### src/sv/es2c_pkg.sv
// Shared types, constants and the month length table for the epoch
// seconds to calendar converter. No dependencies.
package es2c_pkg;

  // Reciprocals for the constant divisions, each rounded up so that
  // (x * RECIP) >> shift is the exact quotient over the operand range:
  // day 2^34 / 675 on secs >> 7, hour 2^21 / 225 on tod >> 4,
  // minute 2^14 / 15 on the hour remainder >> 2
  localparam logic [24:0] RECIP_DAY  = 25'd25451659;
  localparam logic [24:0] RECIP_HOUR = 25'd9321;
  localparam logic [24:0] RECIP_MIN  = 25'd1093;

  localparam logic [16:0] SECS_PER_DAY  = 17'd86400;
  localparam logic [16:0] SECS_PER_HOUR = 17'd3600;
  localparam logic [16:0] SECS_PER_MIN  = 17'd60;

  localparam logic [10:0] EPOCH_YEAR    = 11'd1970;
  // 1970 mod 100 and 1970 mod 400, for the leap-year rule
  localparam logic [6:0]  EPOCH_MOD100  = 7'd70;
  localparam logic [8:0]  EPOCH_MOD400  = 9'd370;
  localparam logic [6:0]  LAST_MOD100   = 7'd99;
  localparam logic [8:0]  LAST_MOD400   = 9'd399;
  localparam logic [2:0]  EPOCH_WEEKDAY = 3'd4;
  localparam logic [3:0]  DECEMBER      = 4'd11;
  localparam logic [3:0]  FEBRUARY      = 4'd1;

  typedef enum logic [1:0] {
    SEL_DAY  = 2'd0,
    SEL_HOUR = 2'd1,
    SEL_MIN  = 2'd2
  } div_sel_t;

  // Commands from the controller to the datapath
  typedef struct packed {
    logic     load_day;
    logic     load_hour;
    logic     load_min;
    logic     div_step;
    div_sel_t div_sel;
    logic     init_year;
    logic     year_step;
    logic     month_step;
  } cmd_t;

  // Status from the datapath to the controller
  typedef struct packed {
    logic year_done;
    logic month_done;
  } status_t;

  // Days in a month, months counted from 0 (January)
  function automatic logic [4:0] month_len(input logic [3:0] mon, input logic leap);
    logic [4:0] len;
    case (mon)
      FEBRUARY: len = leap ? 5'd29 : 5'd28;
      4'd3:     len = 5'd30;
      4'd5:     len = 5'd30;
      4'd8:     len = 5'd30;
      4'd10:    len = 5'd30;
      default:  len = 5'd31;
    endcase
    return len;
  endfunction

endpackage

### src/sv/es2c_dpath.sv
// Datapath of the epoch seconds to calendar converter: shared reciprocal
// divider, weekday residue, year and month walk. Depends on es2c_pkg.
module es2c_dpath (
  input  logic             clk,
  input  es2c_pkg::cmd_t    cmd,
  output es2c_pkg::status_t status,
  input  logic [30:0]      epoch_seconds,
  output logic [4:0]       day_of_month,
  output logic [3:0]       month_number,
  output logic [10:0]      year_number,
  output logic [2:0]       weekday,
  output logic [4:0]       hours,
  output logic [5:0]       minutes,
  output logic [5:0]       seconds_part
);
  import es2c_pkg::*;

  logic [30:0] secs;
  logic [14:0] days;
  logic [16:0] tod;
  logic [11:0] rem;
  logic [2:0]  wd;
  logic [10:0] year;
  logic [6:0]  mod100;
  logic [8:0]  mod400;
  logic [3:0]  mon;
  logic [4:0]  hh;
  logic [5:0]  mm;
  logic [5:0]  ss;

  logic [23:0] mul_a;
  logic [24:0] mul_b;
  logic [48:0] prod;
  logic [14:0] quo;
  logic [30:0] day_secs;
  logic [30:0] tod_left;
  logic [16:0] hour_secs;
  logic [16:0] min_left;
  logic [16:0] min_secs;
  logic [16:0] sec_left;
  logic [5:0]  oct_sum;
  logic [3:0]  oct_fold;
  logic [2:0]  wd_fold;
  logic        leap;
  logic [8:0]  year_len;
  logic [4:0]  mlen;
  logic [3:0]  wd_out;

  // Pick operand and reciprocal; the divisor's power-of-two factor is shifted off first
  always_comb begin
    case (cmd.div_sel)
      SEL_DAY: begin
        mul_a = secs[30:7];
        mul_b = RECIP_DAY;
      end
      SEL_HOUR: begin
        mul_a = {11'b0, tod[16:4]};
        mul_b = RECIP_HOUR;
      end
      SEL_MIN: begin
        mul_a = {14'b0, rem[11:2]};
        mul_b = RECIP_MIN;
      end
      default: begin
        mul_a = secs[30:7];
        mul_b = RECIP_DAY;
      end
    endcase
  end

  assign prod = {25'b0, mul_a} * {24'b0, mul_b};

  // Drop the fraction bits of the product
  always_comb begin
    case (cmd.div_sel)
      SEL_DAY:  quo = prod[48:34];
      SEL_HOUR: quo = {10'b0, prod[25:21]};
      SEL_MIN:  quo = {9'b0, prod[19:14]};
      default:  quo = prod[48:34];
    endcase
  end

  // Remainders: subtract the quotient times its divisor
  assign day_secs  = {16'b0, days} * {14'b0, SECS_PER_DAY};
  assign tod_left  = secs - day_secs;
  assign hour_secs = {12'b0, hh} * SECS_PER_HOUR;
  assign min_left  = tod - hour_secs;
  assign min_secs  = {11'b0, mm} * SECS_PER_MIN;
  assign sec_left  = {5'b0, rem} - min_secs;

  // Day count mod 7 by summing octal digits, since 8 is 1 mod 7
  assign oct_sum  = {3'b0, days[2:0]} + {3'b0, days[5:3]} + {3'b0, days[8:6]}
                  + {3'b0, days[11:9]} + {3'b0, days[14:12]};
  assign oct_fold = {1'b0, oct_sum[2:0]} + {1'b0, oct_sum[5:3]};
  assign wd_fold  = (oct_fold >= 4'd7) ? 3'(oct_fold - 4'd7) : oct_fold[2:0];

  // Leap rule from the year's residues mod 4, 100 and 400
  assign leap     = (year[1:0] == 2'd0) && ((mod100 != 7'd0) || (mod400 == 9'd0));
  assign year_len = leap ? 9'd366 : 9'd365;
  assign mlen     = month_len(mon, leap);

  assign status.year_done  = days < {6'b0, year_len};
  assign status.month_done = (mon == DECEMBER) || (days < {10'b0, mlen});

  // Capture the request, each quotient and remainder in turn, then walk years and months
  always_ff @(posedge clk) begin
    if (cmd.load_day) begin
      secs <= epoch_seconds;
    end else if (cmd.div_step) begin
      case (cmd.div_sel)
        SEL_DAY:  days <= quo;
        SEL_HOUR: hh   <= quo[4:0];
        SEL_MIN:  mm   <= quo[5:0];
        default:  days <= quo;
      endcase
    end else if (cmd.load_hour) begin
      tod <= tod_left[16:0];
      wd  <= wd_fold;
    end else if (cmd.load_min) begin
      rem <= min_left[11:0];
    end else if (cmd.init_year) begin
      ss     <= sec_left[5:0];
      year   <= EPOCH_YEAR;
      mod100 <= EPOCH_MOD100;
      mod400 <= EPOCH_MOD400;
      mon    <= 4'd0;
    end else if (cmd.year_step) begin
      days   <= days - {6'b0, year_len};
      year   <= year + 11'd1;
      mod100 <= (mod100 == LAST_MOD100) ? 7'd0 : mod100 + 7'd1;
      mod400 <= (mod400 == LAST_MOD400) ? 9'd0 : mod400 + 9'd1;
    end else if (cmd.month_step) begin
      days <= days - {10'b0, mlen};
      mon  <= mon + 4'd1;
    end
  end

  // Shift the weekday residue by the epoch's weekday
  assign wd_out = {1'b0, wd} + {1'b0, EPOCH_WEEKDAY};

  assign day_of_month = days[4:0] + 5'd1;
  assign month_number = mon + 4'd1;
  assign year_number  = year;
  assign weekday      = (wd_out >= 4'd7) ? 3'(wd_out - 4'd7) : wd_out[2:0];
  assign hours        = hh;
  assign minutes      = mm;
  assign seconds_part = ss;

endmodule

### src/sv/es2c_ctrl.sv
// Controller of the epoch seconds to calendar converter: sequences the
// division steps and the year and month walk. Depends on es2c_pkg.
module es2c_ctrl (
  input  logic              clk,
  input  logic              rst,
  input  logic              start,
  output logic              busy,
  output logic              done,
  output es2c_pkg::cmd_t    cmd,
  input  es2c_pkg::status_t status
);
  import es2c_pkg::*;

  typedef enum logic [9:0] {
    ST_IDLE   = 10'b00_0000_0001,
    ST_DAY    = 10'b00_0000_0010,
    ST_LOAD_H = 10'b00_0000_0100,
    ST_HOUR   = 10'b00_0000_1000,
    ST_LOAD_M = 10'b00_0001_0000,
    ST_MIN    = 10'b00_0010_0000,
    ST_INIT_Y = 10'b00_0100_0000,
    ST_YEARS  = 10'b00_1000_0000,
    ST_MONTHS = 10'b01_0000_0000,
    ST_DONE   = 10'b10_0000_0000
  } state_t;

  state_t state, state_next;

  // Next state and datapath commands
  always_comb begin
    state_next = state;
    cmd        = '0;
    cmd.div_sel = SEL_DAY;
    case (state)
      ST_IDLE: begin
        if (start) begin
          cmd.load_day = 1'b1;
          state_next   = ST_DAY;
        end
      end
      ST_DAY: begin
        cmd.div_step = 1'b1;
        cmd.div_sel  = SEL_DAY;
        state_next   = ST_LOAD_H;
      end
      ST_LOAD_H: begin
        cmd.load_hour = 1'b1;
        state_next    = ST_HOUR;
      end
      ST_HOUR: begin
        cmd.div_step = 1'b1;
        cmd.div_sel  = SEL_HOUR;
        state_next   = ST_LOAD_M;
      end
      ST_LOAD_M: begin
        cmd.load_min = 1'b1;
        state_next   = ST_MIN;
      end
      ST_MIN: begin
        cmd.div_step = 1'b1;
        cmd.div_sel  = SEL_MIN;
        state_next   = ST_INIT_Y;
      end
      ST_INIT_Y: begin
        cmd.init_year = 1'b1;
        state_next    = ST_YEARS;
      end
      ST_YEARS: begin
        if (status.year_done) begin
          state_next = ST_MONTHS;
        end else begin
          cmd.year_step = 1'b1;
        end
      end
      ST_MONTHS: begin
        if (status.month_done) begin
          state_next = ST_DONE;
        end else begin
          cmd.month_step = 1'b1;
        end
      end
      ST_DONE: begin
        state_next = ST_IDLE;
      end
      default: begin
        state_next = ST_IDLE;
      end
    endcase
  end

  // Hold state
  always_ff @(posedge clk) begin
    if (rst) begin
      state <= ST_IDLE;
    end else begin
      state <= state_next;
    end
  end

  assign busy = (state != ST_IDLE);
  assign done = (state == ST_DONE);

endmodule

### src/sv/epoch_seconds_to_calendar.sv
// Top level of the epoch seconds to calendar converter: joins the
// controller and the datapath. Depends on es2c_pkg, es2c_ctrl, es2c_dpath.
//
//  channel  | handshake            | payload
//  ---------+----------------------+----------------------------------------
//  request  | start, busy          | epoch_seconds
//  result   | done (one cycle)     | day_of_month, month_number, year_number,
//           |                      | weekday, hours, minutes, seconds_part
//
// A request is taken when start is high and busy is low. Done rises after the
// controller has run the day, hour and minute divisions, set up the year walk,
// walked Y whole years past 1970 and then M whole months; Y + M is at most 78.
// The year walk, one year per cycle, dominates. Busy falls the cycle after done,
// so a new request is taken only after the last result is out. Synchronous
// reset returns the controller to idle. The receiver cannot stall.
module epoch_seconds_to_calendar (
  input  logic        clk,
  input  logic        rst,
  input  logic        start,
  output logic        busy,
  output logic        done,
  input  logic [30:0] epoch_seconds,
  output logic [4:0]  day_of_month,
  output logic [3:0]  month_number,
  output logic [10:0] year_number,
  output logic [2:0]  weekday,
  output logic [4:0]  hours,
  output logic [5:0]  minutes,
  output logic [5:0]  seconds_part
);
  import es2c_pkg::*;

  cmd_t    cmd;
  status_t status;

  es2c_ctrl u_ctrl (
    .clk    (clk),
    .rst    (rst),
    .start  (start),
    .busy   (busy),
    .done   (done),
    .cmd    (cmd),
    .status (status)
  );

  es2c_dpath u_dpath (
    .clk           (clk),
    .cmd           (cmd),
    .status        (status),
    .epoch_seconds (epoch_seconds),
    .day_of_month  (day_of_month),
    .month_number  (month_number),
    .year_number   (year_number),
    .weekday       (weekday),
    .hours         (hours),
    .minutes       (minutes),
    .seconds_part  (seconds_part)
  );

endmodule
### config.mk
export PLATFORM = sky130hd
export DESIGN_NAME = epoch_seconds_to_calendar
export DESIGN_NICKNAME = d
export VERILOG_FILES = /design/src/sv/es2c_pkg.sv /design/src/sv/es2c_dpath.sv /design/src/sv/es2c_ctrl.sv /design/src/sv/epoch_seconds_to_calendar.sv
export SDC_FILE = /design/constraint.sdc
export NUM_CORES = 1
export LEC_CHECK = 0
export BUFFER_PORTS_ARGS = -buffer_cell sky130_fd_sc_hd__buf_2
export CORE_UTILIZATION = 45
export DETAILED_ROUTE_END_ITERATION = 8
export HOLD_SLACK_MARGIN = 0.12
export SETUP_SLACK_MARGIN = 0.02
export SLEW_MARGIN = 0
export SYNTH_ARGS = -nofsm -noshare
export SYNTH_HDL_FRONTEND = slang
export SYNTH_HIERARCHICAL = 1
export SYNTH_SLANG_ARGS = --single-unit
### constraint.sdc
create_clock -name clk -period 8.2 [get_ports clk]
set_clock_uncertainty 0.15 [all_clocks]
set_input_delay 2.05 -clock clk [delete_from_list [all_inputs] [get_ports clk]]
set_output_delay 2.05 -clock clk [all_outputs]
set_load 0.005 [all_outputs]
==> impl_metrics.ini <==
[status]
status = finished clean

[cells_and_area]
nets = 3067
drive_gt1_frac = 0.247
final_cells = 3009
fin_area_um2 = 25800
area.growth.synth_to_final_pct = 23.3
num_antenna_cells = 0

[timing]
drv_slew = 0
fmax_ghz = 0.124
tightestPinTransition_ns = 0.758
hold_violations = 0
timing.final.ws_setup_ns = 0.105
finalCriticalPeriod_ns = 8.10
fin_hold_ws_ns = 0.269
slew_headroom = 0.493
setup_viol = 0
rsz0062_at_grt = yes
finalCritPeriodShare = 0.987

[drt]
dr.first_iter.drc_count = 860
post_drt_wl_per_cell_um = 18.8
ant_nets = 0
num_vias = 15473
routed_wl_um = 56600
drc = 0
first_pass_iters = 5
avgViaCountPerCell = 5.14

[die]
floorplan.initialDensity = 0.459
die_w_um = 218
dieArea_um2 = 47300
coreArea_um2 = 45600
die_h_um = 218
ios = 76
fp-row-count = 78

[logic_synthesis]
ys_warn_count = 6
syn_inst = 2084
synth_ff_type = edfxtp_1
syn_avg_cell_area_um2 = 10.0
synth.ff_latch_count = 136
synthesis.area_um2 = 20900
ys_seq_area_frac = 0.191
synth_edf_count = 126
ys_async_sr_fraction = 0
synthDistinctLibCells = 77

[setup_path]
cp.required_ns = 8.24
arrival_ns = 8.13
path_common_cell = fa_1
worst_setup_path_start_kind = flop
reg2reg_from = u_ctrl/state[1]
crit_start = u_ctrl/state[1]
cp_slowest_cell = fa_2
worstSetupPathType = reg2reg
slowest_delay_ns = 0.68
path_max_fanout = 8
end_kind = flop

[global_route]
antenna_found_initial = 0
grt_overflow_total = 0
grt.total_usage = 0.249
grt_pass1_vias = 16485
grt_max_degree = 37
grt_pass1_wl_um = 89300

[placed_design]
dpl_worst_slack_ns = -0.508
place_inst = 2948
port_buffers = 75
routabilityCongestion = 0.965
hpwl_um = 46900
placed_area_um2 = 23700

[cts]
clk_pin_slew_ns = 0.07
clock_sinks = 136
holdBufCountCts = 0
root_buffer = clkbuf_16
h-tree-depth = 4
cts_buffer_depth = 2
cts-buffers-inserted = 17
cts_tree = yes
insertion_delay_ns = 0.45

[job]
maxCapViolCount = 0

[worst_hold_path]
min_from = u_dpath/tod[3]
hp-class = reg2reg
[sequential cells by signal (all words and copies together) (netlist names), 7 cells and up]
signal               flops
u_ctrl/state            10
u_dpath/rem             12
u_dpath/year_number     11
u_dpath/secs            31
u_dpath/days            15
u_dpath/tod             17
u_dpath/mod400           9
u_dpath/mod100           7
[placed cells by master (no fill, tap or decap), types with 53 or more instances in the layout]
cell type,instances
a21oi_1,53
buf_2,75
buf_4,216
edfxtp_1,126
fa_1,257
ha_1,330
inv_1,510
nand2_1,60
nor2_1,63
xnor2_1,59
[logic make-up after synthesis]
logic type      Yosys count  share of synthesized area
buf+inv                 591                      0.106
flops                   136                      0.191
fa+ha+maj               637                      0.482
compound gates          247                     0.0803
other cells               2                   0.000359
simple gates            355                     0.0903
xor+xnor                104                     0.0436
mux                      12                    0.00604
[critical path: cells and delay by family, from the launching register on]
kind            cells  cell delay [ns]
buf+inv             8             0.83
flops               1             0.36
fa+ha+maj           9             4.22
xor+xnor            1             0.14
mux                 1             0.27
simple gates        7             0.92
compound gates      5             0.97
[path summary, 6_finish.rpt]
check / slack [ns] / cells past startpoint / endpoint
setup reg to reg: 0.10 / 31 / u_dpath/days[5]
hold / removal: 0.27 / 0 / u_dpath/rem[3]
hold reg to reg: 0.27 / 0 / u_dpath/rem[3]
setup / recovery: 0.10 / 31 / u_dpath/days[5]
[per-layer routing]
layer | part of all wire | track usage
met4 | 0.025 | 0.0667
met3 | 0.048 | 0.0333
met2 | 0.49 | 0.420
met1 | 0.44 | 0.333
met5 | 0 | 0
[timing repair]
item | in CTS | in global routing
cloned | 2 | 1
gates resized for setup | 115 | 164
buffers inserted | 11 | 19
pin swaps | 71 | 130
endpoints found under the setup margin | 26 | 26
[metrics by stage]
stage,utilization,setup TNS (ns)
CTS,0.548,0
detailed placement,0.519,-7.80
global route,0.566,-1.21
finish,0.566,0
floorplan,-,0
global placement,0.519,-4.90
[cell usage after synthesis (all sizes together), types with 13 or more instances]
master	n	area share
a21o	39	0.014
a21oi	75	0.019
and2	39	0.012
and3	31	0.0093
clkbuf	35	0.0063
edfxtp	126	0.18
fa	282	0.27
ha	355	0.21
inv	553	0.099
nand2	83	0.015
nand2b	21	0.0063
nand3	27	0.0065
nand4	13	0.0039
nor2	70	0.013
nor2b	19	0.0057
o21ai	40	0.0099
xnor2	63	0.026
xor2	41	0.017
[final cells by class]
type | count | area [um^2]
timing repair buffer | 319 | 2420
clock inverter | 15 | 199
clock buffer | 17 | 425
tap | 600 | 751
sequential | 136 | 3990
fill | 3936 | 19800
inverter | 554 | 2090
multi-input combinational | 1368 | 15900
Power is left out: the tool's default activity adds up to more than one toggle a clock period on the data nets, which glitch-free logic cannot reach.
